===== src/rtl/ptt_pkg.sv =====
// ----------------------------------------------------------------------------
// ptt_pkg
// Shared types, codes and defaults for the periodic timer table.
// ----------------------------------------------------------------------------
package ptt_pkg;

  localparam int SlotsDef      = 16;
  localparam int PeriodBitsDef = 24;
  // expirations reported per tick at most; further ones are only reloaded
  localparam int MaxResults    = 16;
  localparam int ResCntW       = $clog2(MaxResults + 1);

  // request codes
  localparam logic [1:0] REQ_ADD    = 2'd0;
  localparam logic [1:0] REQ_REMOVE = 2'd1;
  localparam logic [1:0] REQ_TICK   = 2'd2;

  // response kinds
  localparam logic [1:0] RSP_ADD_ACK    = 2'd0;
  localparam logic [1:0] RSP_REMOVE_ACK = 2'd1;
  localparam logic [1:0] RSP_EXPIRED    = 2'd2;

  // status codes
  localparam logic [1:0] STAT_OK      = 2'd0;
  localparam logic [1:0] STAT_FULL    = 2'd1;
  localparam logic [1:0] STAT_UNKNOWN = 2'd2;

  typedef struct packed {
    logic [1:0]  req_type;
    logic [23:0] period_ms;
    logic [4:0]  target_handle;
  } req_t;

  typedef struct packed {
    logic [1:0] resp_kind;
    logic [4:0] result_handle;
    logic [1:0] status;
    logic       last;
  } rsp_t;

  typedef enum logic [1:0] {
    CMD_ADD,
    CMD_REMOVE,
    CMD_TICK
  } cmd_e;

  // control part of a queued command
  typedef struct packed {
    cmd_e       kind;
    logic       tgt_ok;
    logic [4:0] tgt_handle;
  } cmd_ctl_t;

  typedef enum logic [2:0] {
    ST_IDLE,
    ST_ADD,
    ST_EMIT,
    ST_TICK,
    ST_FLUSH
  } back_state_e;

endpackage


===== src/rtl/periodic_timer_table.sv =====
// ----------------------------------------------------------------------------
// periodic_timer_table
// Table of periodic timers with add, remove and tick requests.
// ----------------------------------------------------------------------------
//
//   channel   handshake                 payload
//   -------   -----------------------   ---------------------------------
//   request   in_valid_i / in_ready_o   in_req_i   (req_type, period_ms,
//                                                  target_handle)
//   result    out_valid_o / out_ready_i out_rsp_o  (resp_kind, result_handle,
//                                                  status, last)
//
// Requests enter a two-entry command queue; the executor runs one at a time.
// Remove answers directly; add probes one slot per cycle from the allocation hint.
// Tick sweeps every slot through the single read port of the slot memory.
// A stalled result transfer holds the executor; the queue takes requests until full.
// Reset clears all timers and sets the allocation hint to handle 1.
module periodic_timer_table #(
  parameter int SLOTS       = ptt_pkg::SlotsDef,
  parameter int PERIOD_BITS = ptt_pkg::PeriodBitsDef
) (
  input  logic          clk_i,
  input  logic          rst_ni,
  input  logic          in_valid_i,
  output logic          in_ready_o,
  input  ptt_pkg::req_t in_req_i,
  output logic          out_valid_o,
  input  logic          out_ready_i,
  output ptt_pkg::rsp_t out_rsp_o
);

  logic                   cmd_valid;
  logic                   cmd_ready;
  ptt_pkg::cmd_ctl_t      cmd_ctl;
  logic [PERIOD_BITS-1:0] cmd_period;

  ptt_front #(
    .SLOTS       (SLOTS),
    .PERIOD_BITS (PERIOD_BITS)
  ) u_front (
    .clk_i        (clk_i),
    .rst_ni       (rst_ni),
    .in_valid_i   (in_valid_i),
    .in_ready_o   (in_ready_o),
    .in_req_i     (in_req_i),
    .cmd_valid_o  (cmd_valid),
    .cmd_ready_i  (cmd_ready),
    .cmd_ctl_o    (cmd_ctl),
    .cmd_period_o (cmd_period)
  );

  ptt_back #(
    .SLOTS       (SLOTS),
    .PERIOD_BITS (PERIOD_BITS)
  ) u_back (
    .clk_i        (clk_i),
    .rst_ni       (rst_ni),
    .cmd_valid_i  (cmd_valid),
    .cmd_ready_o  (cmd_ready),
    .cmd_ctl_i    (cmd_ctl),
    .cmd_period_i (cmd_period),
    .out_valid_o  (out_valid_o),
    .out_ready_i  (out_ready_i),
    .out_rsp_o    (out_rsp_o)
  );

endmodule


===== src/rtl/ptt_front.sv =====
// ----------------------------------------------------------------------------
// ptt_front
// Request intake: classifies each transfer and queues the known ones for the back end.
// ----------------------------------------------------------------------------
module ptt_front #(
  parameter int SLOTS       = ptt_pkg::SlotsDef,
  parameter int PERIOD_BITS = ptt_pkg::PeriodBitsDef
) (
  input  logic                    clk_i,
  input  logic                    rst_ni,
  input  logic                    in_valid_i,
  output logic                    in_ready_o,
  input  ptt_pkg::req_t           in_req_i,
  output logic                    cmd_valid_o,
  input  logic                    cmd_ready_i,
  output ptt_pkg::cmd_ctl_t       cmd_ctl_o,
  output logic [PERIOD_BITS-1:0]  cmd_period_o
);

  localparam int Depth = 2;

  ptt_pkg::cmd_ctl_t      ctl_q [Depth];
  logic [PERIOD_BITS-1:0] per_q [Depth];
  logic                   wr_ptr_q, wr_ptr_d;
  logic                   rd_ptr_q, rd_ptr_d;
  logic [1:0]             cnt_q, cnt_d;

  ptt_pkg::cmd_ctl_t      new_ctl;
  logic [PERIOD_BITS-1:0] new_per;
  logic [PERIOD_BITS-1:0] per_masked;
  logic                   known;
  logic                   push, pop;

  // classify
  always_comb begin
    known        = 1'b1;
    new_ctl.kind = ptt_pkg::CMD_TICK;
    case (in_req_i.req_type)
      ptt_pkg::REQ_ADD:    new_ctl.kind = ptt_pkg::CMD_ADD;
      ptt_pkg::REQ_REMOVE: new_ctl.kind = ptt_pkg::CMD_REMOVE;
      ptt_pkg::REQ_TICK:   new_ctl.kind = ptt_pkg::CMD_TICK;
      default:             known        = 1'b0;  // dropped silently
    endcase
    new_ctl.tgt_handle = in_req_i.target_handle;
    new_ctl.tgt_ok     = (in_req_i.target_handle != 5'd0) &&
                         (32'(in_req_i.target_handle) <= SLOTS);
    per_masked = PERIOD_BITS'(in_req_i.period_ms);
    new_per    = (per_masked == '0) ? PERIOD_BITS'(1) : per_masked;
  end

  assign in_ready_o   = (cnt_q != 2'(Depth));
  assign push         = in_valid_i && in_ready_o && known;
  assign cmd_valid_o  = (cnt_q != 2'd0);
  assign pop          = cmd_valid_o && cmd_ready_i;
  assign cmd_ctl_o    = ctl_q[rd_ptr_q];
  assign cmd_period_o = per_q[rd_ptr_q];

  always_comb begin
    wr_ptr_d = push ? ~wr_ptr_q : wr_ptr_q;
    rd_ptr_d = pop  ? ~rd_ptr_q : rd_ptr_q;
    cnt_d    = cnt_q + 2'(push) - 2'(pop);
  end

  always_ff @(posedge clk_i or negedge rst_ni) begin
    if (!rst_ni) begin
      wr_ptr_q <= 1'b0;
      rd_ptr_q <= 1'b0;
      cnt_q    <= 2'd0;
    end else begin
      wr_ptr_q <= wr_ptr_d;
      rd_ptr_q <= rd_ptr_d;
      cnt_q    <= cnt_d;
    end
  end

  always_ff @(posedge clk_i) begin
    if (push) begin
      ctl_q[wr_ptr_q] <= new_ctl;
      per_q[wr_ptr_q] <= new_per;
    end
  end

endmodule


===== src/rtl/ptt_back.sv =====
// ----------------------------------------------------------------------------
// ptt_back
// Command executor: slot table, allocation scan, tick sweep, result register.
// ----------------------------------------------------------------------------
module ptt_back #(
  parameter int SLOTS       = ptt_pkg::SlotsDef,
  parameter int PERIOD_BITS = ptt_pkg::PeriodBitsDef
) (
  input  logic                    clk_i,
  input  logic                    rst_ni,
  input  logic                    cmd_valid_i,
  output logic                    cmd_ready_o,
  input  ptt_pkg::cmd_ctl_t       cmd_ctl_i,
  input  logic [PERIOD_BITS-1:0]  cmd_period_i,
  output logic                    out_valid_o,
  input  logic                    out_ready_i,
  output ptt_pkg::rsp_t           out_rsp_o
);

  localparam int IdxW = (SLOTS > 1) ? $clog2(SLOTS) : 1;
  localparam int CntW = $clog2(SLOTS + 1);
  localparam int PW   = PERIOD_BITS;
  localparam logic [IdxW-1:0] LastIdx = IdxW'(SLOTS - 1);

  function automatic logic [4:0] to_handle(input logic [IdxW-1:0] idx);
    logic [CntW-1:0] h;
    h = CntW'(idx) + CntW'(1);
    return 5'(h);
  endfunction

  function automatic logic [IdxW-1:0] next_idx(input logic [IdxW-1:0] idx);
    return (idx == LastIdx) ? '0 : idx + IdxW'(1);
  endfunction

  // slot memory: {period, remaining}
  logic [2*PW-1:0] mem_q [SLOTS];
  logic            mem_we;
  logic [IdxW-1:0] mem_wa;
  logic [2*PW-1:0] mem_wd;
  logic            rd_en;
  logic [2*PW-1:0] rdata_q;

  ptt_pkg::back_state_e state_q, state_d;
  logic [SLOTS-1:0]        armed_q, armed_d;
  logic [IdxW-1:0]         hint_q, hint_d;
  logic [IdxW-1:0]         scan_q, scan_d;
  logic [IdxW-1:0]         nscan_q, nscan_d;
  logic [PW-1:0]           period_q, period_d;
  logic [IdxW-1:0]         idx_q, idx_d;
  logic                    issue_done_q, issue_done_d;
  logic                    rd_vld_q, rd_vld_d;
  logic [IdxW-1:0]         rd_idx_q, rd_idx_d;
  logic                    pend_vld_q, pend_vld_d;
  logic [IdxW-1:0]         pend_idx_q, pend_idx_d;
  logic [ptt_pkg::ResCntW-1:0] cnt_q, cnt_d;
  ptt_pkg::rsp_t           res_q, res_d;
  logic                    out_valid_q, out_valid_d;
  ptt_pkg::rsp_t           out_q, out_d;

  logic            out_free;
  logic [4:0]      tgt_m1;
  logic [IdxW-1:0] tgt_idx;
  logic [PW-1:0]   rem, per;
  logic            armed_hit, expire, report, stall;

  assign out_free    = !out_valid_q || out_ready_i;
  assign cmd_ready_o = (state_q == ptt_pkg::ST_IDLE);
  assign out_valid_o = out_valid_q;
  assign out_rsp_o   = out_q;
  assign tgt_m1      = cmd_ctl_i.tgt_handle - 5'd1;
  assign tgt_idx     = IdxW'(tgt_m1);

  assign rem       = rdata_q[PW-1:0];
  assign per       = rdata_q[2*PW-1:PW];
  assign armed_hit = rd_vld_q && armed_q[rd_idx_q];
  assign expire    = armed_hit && (rem <= PW'(1));
  assign report    = expire && (cnt_q < ptt_pkg::ResCntW'(ptt_pkg::MaxResults));
  // an earlier expiry is held back until the next one shows whether it is last
  assign stall     = report && pend_vld_q && !out_free;

  always_comb begin
    state_d      = state_q;
    armed_d      = armed_q;
    hint_d       = hint_q;
    scan_d       = scan_q;
    nscan_d      = nscan_q;
    period_d     = period_q;
    idx_d        = idx_q;
    issue_done_d = issue_done_q;
    rd_vld_d     = rd_vld_q;
    rd_idx_d     = rd_idx_q;
    pend_vld_d   = pend_vld_q;
    pend_idx_d   = pend_idx_q;
    cnt_d        = cnt_q;
    res_d        = res_q;
    out_valid_d  = out_valid_q && !out_ready_i;
    out_d        = out_q;
    mem_we       = 1'b0;
    mem_wa       = scan_q;
    mem_wd       = {period_q, period_q};
    rd_en        = 1'b0;

    case (state_q)
      ptt_pkg::ST_IDLE: begin
        if (cmd_valid_i) begin
          case (cmd_ctl_i.kind)
            ptt_pkg::CMD_ADD: begin
              scan_d   = hint_q;
              nscan_d  = '0;
              period_d = cmd_period_i;
              state_d  = ptt_pkg::ST_ADD;
            end
            ptt_pkg::CMD_REMOVE: begin
              if (cmd_ctl_i.tgt_ok && armed_q[tgt_idx]) begin
                armed_d[tgt_idx] = 1'b0;
                res_d = '{ptt_pkg::RSP_REMOVE_ACK, cmd_ctl_i.tgt_handle,
                          ptt_pkg::STAT_OK, 1'b1};
              end else begin
                res_d = '{ptt_pkg::RSP_REMOVE_ACK, 5'd0,
                          ptt_pkg::STAT_UNKNOWN, 1'b1};
              end
              state_d = ptt_pkg::ST_EMIT;
            end
            ptt_pkg::CMD_TICK: begin
              idx_d        = '0;
              issue_done_d = 1'b0;
              rd_vld_d     = 1'b0;
              pend_vld_d   = 1'b0;
              cnt_d        = '0;
              state_d      = ptt_pkg::ST_TICK;
            end
            default: state_d = ptt_pkg::ST_IDLE;
          endcase
        end
      end

      ptt_pkg::ST_ADD: begin
        // probe one slot per cycle, circularly from the hint
        if (!armed_q[scan_q]) begin
          armed_d[scan_q] = 1'b1;
          mem_we  = 1'b1;
          hint_d  = next_idx(scan_q);
          res_d   = '{ptt_pkg::RSP_ADD_ACK, to_handle(scan_q), ptt_pkg::STAT_OK, 1'b1};
          state_d = ptt_pkg::ST_EMIT;
        end else if (nscan_q == LastIdx) begin
          res_d   = '{ptt_pkg::RSP_ADD_ACK, 5'd0, ptt_pkg::STAT_FULL, 1'b1};
          state_d = ptt_pkg::ST_EMIT;
        end else begin
          scan_d  = next_idx(scan_q);
          nscan_d = nscan_q + IdxW'(1);
        end
      end

      ptt_pkg::ST_EMIT: begin
        if (out_free) begin
          out_valid_d = 1'b1;
          out_d       = res_q;
          state_d     = ptt_pkg::ST_IDLE;
        end
      end

      ptt_pkg::ST_TICK: begin
        // read slot idx_q while updating slot rd_idx_q
        if (!stall) begin
          rd_en = 1'b1;
          if (armed_hit) begin
            mem_we = 1'b1;
            mem_wa = rd_idx_q;
            mem_wd = {per, expire ? per : rem - PW'(1)};
          end
          if (report) begin
            if (pend_vld_q) begin
              out_valid_d = 1'b1;
              out_d = '{ptt_pkg::RSP_EXPIRED, to_handle(pend_idx_q), ptt_pkg::STAT_OK, 1'b0};
            end
            pend_vld_d = 1'b1;
            pend_idx_d = rd_idx_q;
            cnt_d      = cnt_q + ptt_pkg::ResCntW'(1);
          end
          rd_vld_d = !issue_done_q;
          rd_idx_d = idx_q;
          if (!issue_done_q) begin
            if (idx_q == LastIdx) begin
              issue_done_d = 1'b1;
            end else begin
              idx_d = idx_q + IdxW'(1);
            end
          end
          if (rd_vld_q && (rd_idx_q == LastIdx)) begin
            state_d = ptt_pkg::ST_FLUSH;
          end
        end
      end

      ptt_pkg::ST_FLUSH: begin
        if (!pend_vld_q) begin
          state_d = ptt_pkg::ST_IDLE;
        end else if (out_free) begin
          out_valid_d = 1'b1;
          out_d = '{ptt_pkg::RSP_EXPIRED, to_handle(pend_idx_q), ptt_pkg::STAT_OK, 1'b1};
          pend_vld_d  = 1'b0;
          state_d     = ptt_pkg::ST_IDLE;
        end
      end

      default: state_d = ptt_pkg::ST_IDLE;
    endcase
  end

  always_ff @(posedge clk_i or negedge rst_ni) begin
    if (!rst_ni) begin
      state_q      <= ptt_pkg::ST_IDLE;
      armed_q      <= '0;
      hint_q       <= '0;
      issue_done_q <= 1'b0;
      rd_vld_q     <= 1'b0;
      pend_vld_q   <= 1'b0;
      cnt_q        <= '0;
      out_valid_q  <= 1'b0;
    end else begin
      state_q      <= state_d;
      armed_q      <= armed_d;
      hint_q       <= hint_d;
      issue_done_q <= issue_done_d;
      rd_vld_q     <= rd_vld_d;
      pend_vld_q   <= pend_vld_d;
      cnt_q        <= cnt_d;
      out_valid_q  <= out_valid_d;
    end
  end

  always_ff @(posedge clk_i) begin
    scan_q     <= scan_d;
    nscan_q    <= nscan_d;
    period_q   <= period_d;
    idx_q      <= idx_d;
    rd_idx_q   <= rd_idx_d;
    pend_idx_q <= pend_idx_d;
    res_q      <= res_d;
    out_q      <= out_d;
  end

  always_ff @(posedge clk_i) begin
    if (mem_we) begin
      mem_q[mem_wa] <= mem_wd;
    end
    if (rd_en) begin
      rdata_q <= mem_q[idx_q];
    end
  end

endmodule


===== config.mk =====
export PLATFORM = sky130hd
export DESIGN_NAME = periodic_timer_table
export DESIGN_NICKNAME = d
export VERILOG_FILES = /design/src/rtl/ptt_pkg.sv /design/src/rtl/periodic_timer_table.sv /design/src/rtl/ptt_front.sv /design/src/rtl/ptt_back.sv
export SDC_FILE = /design/constraint.sdc
export NUM_CORES = 1
export LEC_CHECK = 0
export ABC_AREA = 0
export BUFFER_PORTS_ARGS = -buffer_cell sky130_fd_sc_hd__buf_2
export CORE_MARGIN = 5
export CORE_UTILIZATION = 45
export DETAILED_ROUTE_END_ITERATION = 8
export HOLD_SLACK_MARGIN = 0.15
export SLEW_MARGIN = 10
export SYNTH_ARGS = -nofsm -noshare
export SYNTH_HDL_FRONTEND = slang
export SYNTH_SLANG_ARGS = --single-unit

===== constraint.sdc =====
create_clock -name clk_i -period 13.5 [get_ports clk_i]
set_input_delay 3.375 -clock clk_i [delete_from_list [all_inputs] [get_ports clk_i]]
set_output_delay 3.375 -clock clk_i [all_outputs]
set_load 0.02 [all_outputs]

* After elaboration in Yosys (flattened, before gate mapping)
Memory sizes are Yosys's and may differ from the RTL's. A register that Yosys moved wholly into a read port is not among the register bits.
Cells that the tools add are included.
** Word-level totals
- Register bits :: 76
- RAM bits :: 832
- Bits of input ports :: 35
- Output and inout bits :: 12
- Word-level logic and storage cells :: 224
- Memories :: 3
** Cells by class
- $add $sub $neg :: 10
- Order comparisons :: 8
- Eq/ne operators :: 31
- Mux-type cells :: 98
- Bitwise gates (word level) :: 7
- Reductions and logical operators :: 43
** Memory list
- u_back.mem_q :: words 16, width 48, read ports 1, clocked after memory_dff 1, write ports 1, line ptt_back.sv:36 : logic [2*PW-1:0] mem_q [SLOTS];
- u_front.per_q :: words 2, width 24, read ports 1, clocked after memory_dff 1, write ports 1, line ptt_front.sv:23 : logic [PERIOD_BITS-1:0] per_q [Depth];
- u_front.ctl_q :: words 2, width 8, read ports 1, clocked after memory_dff 0, write ports 1, line ptt_front.sv:22 : ptt_pkg::cmd_ctl_t ctl_q [Depth];
** Operator list (number)
- $mux 48 :: 3
- $mux 10 :: 10
- $mux 4 :: 17
- $mux 16 :: 4
- $mux 24 :: 2
- $pmux 16 s2 :: 1
- $mux 1 :: 30
- $pmux 10 s3 :: 1
- $le 24x1->1 const B :: 1
- $logic_not 24->1 :: 1
- $ne 2x1->1 const B :: 12
- $pmux 4 s2 :: 3
- $sub 24x1->24 const B :: 1
- $mux 3 :: 7
- $mux 5 :: 4
- $pmux 10 s2 :: 1
- $reduce_and 5->1 :: 4
- $and 16x16->16 :: 1
- $eq 4x4->1 const B :: 4
- $not 16->16 :: 1
- $or 16x16->16 :: 1
- $lt 4x5->1 const B :: 3
- $pmux 3 s5 :: 1
- $logic_and 1x1->1 :: 14
- 38 further kinds :: 70

* Depth between registers and ports, before layout
Gate-level depths: netlist of the first run.
An unclocked memory read counts as a cell.
- Word-level depth :: 12
- Mapped depth :: 11
- Gate-level depth less buffers :: 8

* Modules after synthesis
Synthesis of the first run repeated with hierarchy kept, for this count alone.
** Second synthesis, totals
- Cells, all modules :: 1903
- Area, all modules :: 38892.3 µm²
** Modules (own cells, without submodules)
- ptt_back :: instances 1, cells an instance 1742, area each 36162.2 µm², seq. area each 27166.1 µm²
- ptt_front :: instances 1, cells an instance 161, area each 2730.1 µm², seq. area each 2021.9 µm²

* Worst setup path after synthesis of the first run
No wires, ideal clock.
- Kind :: in2reg
- From :: in out_ready_i
- To :: mem u_back.mem_q[8][0] in the netlist's numbering, enable pin
- Library setup time :: 0.471 ns
- Data arrival time :: 6.576 ns
- Required time :: 13.029 ns
- Path slack :: 6.453 ns
- Cell stages on the path :: 6
- Path buffers :: 1
- Path through :: nor2b_1 > nand2_1 > o21ai_2 > buf_6 > or3b_4 > o22ai_1
** Between the ends
- Longest elaborated chain between the ends :: 7
- Elaborated cells on any way between the ends :: 9
- Classes of those cells :: mux: 6; reduce/logical: 3
** Ends and longest elaborated chain
- start, declared :: line periodic_timer_table.sv:28 : input logic out_ready_i,
- $logic_or 1x1->1 (*) :: line ptt_back.sv:66 : assign out_free = !out_valid_q || out_ready_i;
- $logic_not 1->1 (*) :: line ptt_back.sv:79 : assign stall = report && pend_vld_q && !out_free;
- $logic_and 1x1->1 (*) :: line ptt_back.sv:79
- $mux 1 :: line ptt_back.sv:164 : if (!stall) begin
- $pmux 1 s2 :: line ptt_back.sv:103 : case (state_q)
- $mux 1 :: line ptt_back.sv:244 : if (mem_we) begin
- $mux 1 (not written as such) :: line ptt_back.sv:245 : mem_q[mem_wa] <= mem_wd;
- end, declared :: line ptt_back.sv:36
Mark *: on every way between the ends. The rest lies on a longest branch, timed or not.

* Final worst setup path of the first run
- From :: in out_ready_i
- To :: mem u_back.mem_q[15][36] in the netlist's numbering, enable pin
Same word-level chain as after synthesis.

==> impl_metrics.yaml, run 1 <==
timing:
  setup_ws_ns: 7.61
  period_share: 0.437
  clock.fmax_mhz: 170
  setup_violations: 0
  worst-slew-pin-transition_ns: 1.13
  finalCriticalPeriod_ns: 5.89
  fin_tns_setup_ns: 0
  maxSlewHeadroom: 0.248
  rsz0062_at_grt: "no"
  slew_violations: 0
  finalHoldViolations: 0
  fin_skew_ns: 0.0305
critical_path:
  crit_path_start: "out_ready_i"
  timing.rr.start: "u_back.idx_q[0]$_SDFFCE_PN0P_"
  crit_path_end_kind: "flip-flop"
  worstPathRequired_ns: 13.76
  r2r_cells: 5
  cp_max_fo: 76
  startpoint_type: "input port"
  critical_path.endpoint: "u_back.mem_q[15][36]$_DFFE_PP_"
  rrSetupSlack_ns: 8.52
  crit_type: "input port to flip-flop"
  rr_endpoint: "u_back.rdata_q[11]$_DFFE_PP_"
  cp.arrival_ns: 6.15
place:
  post-place-ws_ns: 6.97
  dpl.hpwl_um: 45000
  io_buffers: 46
  gp_congestion: 0.797
clock_network:
  cts_tree: "yes"
  clkTransAtPathRegs_ns: 0.06
  clock_latency_ns: 0.67
  htree_levels: 3
  hold_buffers: 0
  clockBufferDepth: 3
  numCtsBuffers: 97
  cts_sinks: 978
  cts_resized: 0
  root_buffer: "clkbuf_16"
  cts_setup_buffers: 0
floorplanning:
  core.rowCount: 107
  start_util: 0.454
  die_h_um: 303
  ios: 47
  core-area_sq_um: 85300
  dieArea_sq_um: 92000
  die_x_um: 303
cells_and_area:
  synthToLayoutAreaGrowth_pct: 12.9
  layout_commonest_cell: "edfxtp_1"
  final_cell_mix: "edfxtp_1 (942), mux4_2 (251), clkbuf_16 (98)"
  drive_gt1_frac: 0.267
  antenna_cells: 0
  nNetsFinal: 2024
logic_synthesis:
  syn_inst: 1874
  ys_types: 65
  synthArstFlopShare: 0.0368
  seq_area_frac_synth: 0.754
  avgSynthCellArea_sq_um: 20.7
  yosys_warnings: 0
  ys.flop_type: "edfxtp_1"
  synth-edff-count: 942
  synth_area_sq_um: 38700
  synth_nets: 1928
  ys_seq_elements: 978
power:
  p_switching_mw: 2.29
  p_int_mw: 6.03
  sw_frac_of_total: 0.275
  p_seq_frac: 0.473
  irDropWorstVdd_mv: 0.110
  p_per_area_nw_per_um2: 190
  clkPwrFrac: 0.313
  combPwrFrac: 0.214
  p_leak_nw: 14.0
detailed_routing:
  routed-via-count: 18600
  dr.pass1.iters: 5
  finalWirelength_um: 87200
  viasPerCell: 5.83
  drt_iter0_drc: 2120
  ant_nets: 0
  routedWlPerCell_um: 27.3
  remaining_drc_errors: 0
min_path:
  hp-class: "flip-flop to flip-flop"
grt:
  grt_overflow: 0
  grt_max_degree: 130
  grt_usage: 0.191
  grt_pass1_vias: 19000
  grt_pass1_wl_um: 128000
  antenna_found_initial: 1
run:
  drv_cap: 0
status:
  status: "completed"
worst min-delay path by stage:
| stage | startpoint | depth (start not counted) | to |
|---|---|---|---|
| final | u_back.hint_q[0]$_DFFE_PN0P_ | 2 | u_back.hint_q[0]$_DFFE_PN0P_ |
| after global routing | u_back.hint_q[0]$_DFFE_PN0P_ | 2 | u_back.hint_q[0]$_DFFE_PN0P_ |
| after CTS | u_back.hint_q[0]$_DFFE_PN0P_ | 2 | u_back.hint_q[0]$_DFFE_PN0P_ |
| after detailed placement | u_back.hint_q[0]$_DFFE_PN0P_ | 2 | u_back.hint_q[0]$_DFFE_PN0P_ |
| after global placement | u_back.hint_q[0]$_DFFE_PN0P_ | 2 | u_back.hint_q[0]$_DFFE_PN0P_ |
| after floorplan | u_back.idx_q[2]$_SDFFCE_PN0P_ | 0 | u_back.rd_idx_q[2]$_DFFE_PP_ |
cell families (layout without fill, tap and decap cells):
kind of cell | Yosys count | in the layout | synth area share
simple gates | 210 | 210 | 0.0279
xor+xnor | 36 | 36 | 0.00834
compound gates | 163 | 163 | 0.0244
fa+ha+maj | 19 | 19 | 0.00614
flops | 978 | 978 | 0.754
mux | 317 | 317 | 0.164
buf+inv | 151 | 323 | 0.0153
critical path: stages:
cell and delay (ns):
buf_2 0.12, nor2b_1 0.40, nand2_1 0.24, o21ai_4 0.18
buf_4 0.77, or2_1 0.43, o22ai_4 0.10, buf_4 0.46
stage by stage:
stage	utilization	cells	area [sq um]	hold WS (ns)	total power, mW
3_5_place_dp	0.476	3009	40600	0.470	5.79
2_1_floorplan	-	1874	38700	0.424	5.22
4_1_cts	0.512	3184	43700	0.484	8.39
6_report	0.513	3190	43700	0.477	8.32
3_3_place_gp	0.476	3009	40600	0.462	5.75
5_1_grt	0.513	3190	43700	0.513	8.67
metal layers:
layer  vias to the layer above  wire (um)  track usage
li1                       7919          -            -
met1                     10000      38200        0.279
met2                       528      42200        0.305
met3                       130       4510       0.0291
met4                         0       2330       0.0545
met5                         -          0            0
power by group through the flow:
stage	registers (mW)	clock network [mW]	logic (mW)
final	3.93	2.60	1.78
after global routing	3.96	2.79	1.92
after CTS	3.94	2.66	1.80
after detailed placement	4.00	0	1.79
after global placement	3.99	0	1.76
after floorplan	3.92	0	1.30
cells in the mapped netlist (2+ instances only):
cell,n,area (sq um)
edfxtp_1,942,28300
mux4_2,251,5650
clkbuf_1,86,323
nand2_1,68,255
o21ai_0,56,280
inv_1,42,158
dfrtp_1,36,901
mux2i_1,35,350
a21oi_1,34,170
nor2_1,34,128
mux2_2,29,327
xnor2_1,27,236
o21ai_1,23,115
o22ai_1,20,125
ha_1,19,238
nand3_1,17,85.1
nor3_1,17,85.1
buf_1,15,56.3
nor4_1,13,81.3
and2_1,11,68.8
a31oi_1,8,50.1
nand2b_1,8,50.1
xor2_1,8,70.1
and3_1,6,37.5
o31ai_1,6,45.0
buf_2,4,20.0
nand3b_1,4,30.0
nand4_1,4,25.0
nor2b_1,4,25.0
nand4b_1,3,26.3
or4_1,3,22.5
a2bb2oi_1,2,17.5
buf_6,2,22.5
nor3b_1,2,15.0
nor4_2,2,25.0
o21a_1,2,15.0
or2_1,2,12.5
or3_1,2,12.5
area by class of cell:
class,count,area (sq um)
tap,1144,1430
multi-input combinational,745,9180
timing repair buffer,105,698
clock buffer,119,2530
fill,6684,41600
clock inverter,56,537
sequential,978,29200
inverter,43,161
registers in the layout (all words and copies together) (netlist names), 3 cells and up:
name,cells
u_back.mem_q,768
u_back.rdata_q,48
u_front.per_q,48
u_back.period_q,24
u_back.armed_q,16
u_front.ctl_q,16
u_back.out_rsp_o,10
u_back.res_q,8
u_back.cnt_q,5
u_back.hint_q,4
u_back.idx_q,4
u_back.nscan_q,4
u_back.pend_idx_q,4
u_back.rd_idx_q,4
u_back.scan_q,4
u_back.state_q,3
(Power assumes the default switching activity.)
==> run 2: changes to the inputs <==
- ABC_AREA: 0 -> 1
- clock period: 13.5 -> 5.7 ns (I/O delays scaled with it)
==> run 2 against run 1 <==
Against the previous run:
- cell count increased by 43%
- wire length increased by 19%
- via count increased by 42%
- largest power group unchanged
- largest cell class unchanged
- combinational power rose to 4.1 times the previous value
- area after synthesis grew 3.9%
- clock skew up 0.0068 ns
- design area is 3.4% higher
- sequential power increased by 140%
- highest routed layer unchanged
- first-iteration DRC count is 44% higher
- sequential cell count stayed put
==> impl_metrics.yaml, run 2 <==
timing:
  fin_skew_ns: 0.0373
  finalHoldViolations: 0
  worst-slew-pin-transition_ns: 1.12
  finalCriticalPeriod_ns: 4.12
  hold_slack_ns: 0.507
  slew_violations: 0
  setup_violations: 0
  maxSlewHeadroom: 0.255
  setup_ws_ns: 1.58
  fin_tns_setup_ns: 0
  clock.fmax_mhz: 243
  period_share: 0.722
  rsz0062_at_grt: "no"
cells_and_area:
  final_cell_mix: "edfxtp_1 (942), o21ai_0 (561), nor2_1 (545)"
  largest_reg_flops: 768
  top_register: "u_back.mem_q"
  top_regs: "u_back.mem_q: 768 flops, u_back.rdata_q: 48 flops, u_front.per_q: 48 flops"
  final_cells: 4574
  layout_commonest_cell: "edfxtp_1"
  synthToLayoutAreaGrowth_pct: 12.4
  antenna_cells: 0
  nNetsFinal: 3380
  drive_gt1_frac: 0.105
  final_cell_area_sq_um: 45200
floorplanning:
  dieArea_sq_um: 95400
  die_h_um: 309
  start_util: 0.454
  ios: 47
  core-area_sq_um: 88500
  core.rowCount: 109
  die_x_um: 309
clock_network:
  cts_tree: "yes"
  hold_buffers: 0
  cts_sinks: 978
  clockBufferDepth: 3
  root_buffer: "clkbuf_16"
  cts_resized: 0
  clock_latency_ns: 0.68
  clkTransAtPathRegs_ns: 0.06
  cts_setup_buffers: 0
  htree_levels: 3
  numCtsBuffers: 98
critical_path:
  crit_type: "flip-flop to flip-flop"
  cp.arrival_ns: 4.44
  startpoint_type: "flip-flop"
  worstPathRequired_ns: 6.02
  crit_path_end_kind: "flip-flop"
  cp_max_fo: 68
logic_synthesis:
  synth_xor_area_frac: 0.00800
  synth-compound-area-share: 0.123
  synth_top_cells_by_area: "edfxtp_1 (70%), o21ai_0 (7.1%), nor2_1 (5.3%), o22ai_1 (3.6%), nand2_1 (3.3%)"
  synth_common_cells: "edfxtp_1 (942), o21ai_0 (569), nor2_1 (564)"
  ys.flop_type: "edfxtp_1"
  yosys_warnings: 0
  muxShareOfSynthArea: 0.000249
  synthArstFlopShare: 0.0368
  avgSynthCellArea_sq_um: 12.2
  synth_top_cell_by_area: "edfxtp_1"
  netlist.area_leader.share: 0.703
  seq_area_frac_synth: 0.726
  yosysMostFrequentCell: "edfxtp_1"
  synth_area_sq_um: 40200
  ys_types: 47
  syn_inst: 3308
  yosys.area_share.simple: 0.102
  ys_seq_elements: 978
  synthAdderAreaFrac: 0.00591
  synth-edff-count: 942
  synth_top_family_by_area: "compound AO/OA/AOI/OAI gates"
  synth_nets: 3362
detailed_routing:
  finalWirelength_um: 104000
  ant_nets: 0
  routedWlPerCell_um: 22.7
  drt_iter0_drc: 3056
  dr.pass1.iters: 6
  remaining_drc_errors: 0
  routed-via-count: 26500
  viasPerCell: 5.79
power:
  p_leak_nw: 15.3
  clkPwrFrac: 0.272
  p_int_mw: 14.7
  sw_frac_of_total: 0.365
  irDropWorstVdd_mv: 0.646
  combPwrFrac: 0.317
  p_switching_mw: 8.47
  p_per_area_nw_per_um2: 513
  p_seq_frac: 0.411
place:
  place_inst: 4390
  place_area_sq_um: 42000
  gp_congestion: 0.907
  io_buffers: 46
  post-place-ws_ns: 1.17
  dpl.hpwl_um: 56600
grt:
  grt_max_degree: 217
  grt_pass1_vias: 25800
  grt_pass1_wl_um: 156000
  grt_usage: 0.213
  antenna_found_initial: 0
  grt_overflow: 0
status:
  status: "completed"
run:
  drv_cap: 0
min_path:
  hp-class: "flip-flop to flip-flop"
-- run 2: changes by cell type after synthesis, moves of 14 or more --
| cell | delta |
|---|---|
| o22ai_1 | +211 |
| clkbuf_1 | +108 |
| o21ai_0 | +513 |
| mux2_2 | -29 |
| o211ai_1 | +14 |
| nand2_1 | +284 |
| inv_1 | +87 |
| mux4_2 | -251 |
| o21ai_2 | +15 |
| nor2_1 | +530 |
| mux2i_1 | -34 |
| o21ai_1 | -20 |
| nand3_1 | +33 |
-- run 2: worst max-delay path, stage by stage, from the launching register on --
cell and delay, ns:
edfxtp_1 0.56, inv_4 0.19, nand2_1 0.08, nand3_1 0.09, nand2_1 0.05, inv_1 0.05
nand2_1 0.05, nand2_1 0.06, nand2_2 0.24, nand4_4 0.21, nand3_2 0.21, buf_4 0.45
nand2_2 0.23, nand3_2 0.24, nor2_4 0.61, buf_12 0.38
-- run 2: cell type report --
class	count	area, sq um
Inverter	139	536
Fill cell	7434	43300
Sequential cell	978	29200
Multi-Input combinational cell	1975	9760
Tap cell	1165	1460
Clock buffer	114	2550
Timing Repair Buffer	134	1100
Clock inverter	69	616
-- run 2: metrics by stage --
step / util / total power, mW
after floorplan: - / 14.5
after global placement: 0.475 / 16.8
after detailed placement: 0.475 / 17.0
after CTS: 0.511 / 23.3
after global routing: 0.511 / 24.4
final: 0.511 / 23.2
-- run 2: logic make-up after synthesis --
logic type      after synthesis
compound gates              900
mux                           1
fa+ha+maj                    19
flops                       978
buf+inv                     355
xor+xnor                     35
simple gates               1020
-- run 2: worst paths after layout --
| kind | from | end | slack [ns] | cells past startpoint |
|---|---|---|---|---|
| min reg2reg | u_back.hint_q[0]$_DFFE_PN0P_ | u_back.hint_q[0]$_DFFE_PN0P_ | 0.51 | 2 |
| min in group asynchronous | rst_ni | u_back.hint_q[2]$_DFFE_PN0P_ | 0.89 | 1 |
| max | u_back.rd_idx_q[0]$_DFFE_PP_ | u_back.mem_q[0][22]$_DFFE_PP_ | 1.58 | 15 |
| min | u_back.hint_q[0]$_DFFE_PN0P_ | u_back.hint_q[0]$_DFFE_PN0P_ | 0.51 | 2 |
| max in group asynchronous | rst_ni | u_back.state_q[0]$_DFFE_PN0P_ | 4.23 | 1 |
| max reg2reg | u_back.rd_idx_q[0]$_DFFE_PP_ | u_back.mem_q[0][22]$_DFFE_PP_ | 1.58 | 15 |
-- run 2: routing by layer --
layer	global-route usage	vias to the layer above	wire length, um
met5	0	-	0
met4	0.0715	0	3430
met1	0.297	13200	43700
met2	0.345	1058	49500
met3	0.0335	195	7140
li1	-	12000	-
-- run 2: power by group through the flow --
| stage | Sequential (mW) | Combinational (mW) | Clock, mW |
|---|---|---|---|
| 2_1_floorplan | 9.57 | 4.92 | 0 |
| 3_3_place_gp | 9.67 | 7.12 | 0 |
| 3_5_place_dp | 9.69 | 7.28 | 0 |
| 4_1_cts | 9.55 | 7.33 | 6.41 |
| 5_1_grt | 9.59 | 8.12 | 6.71 |
| 6_report | 9.55 | 7.36 | 6.31 |
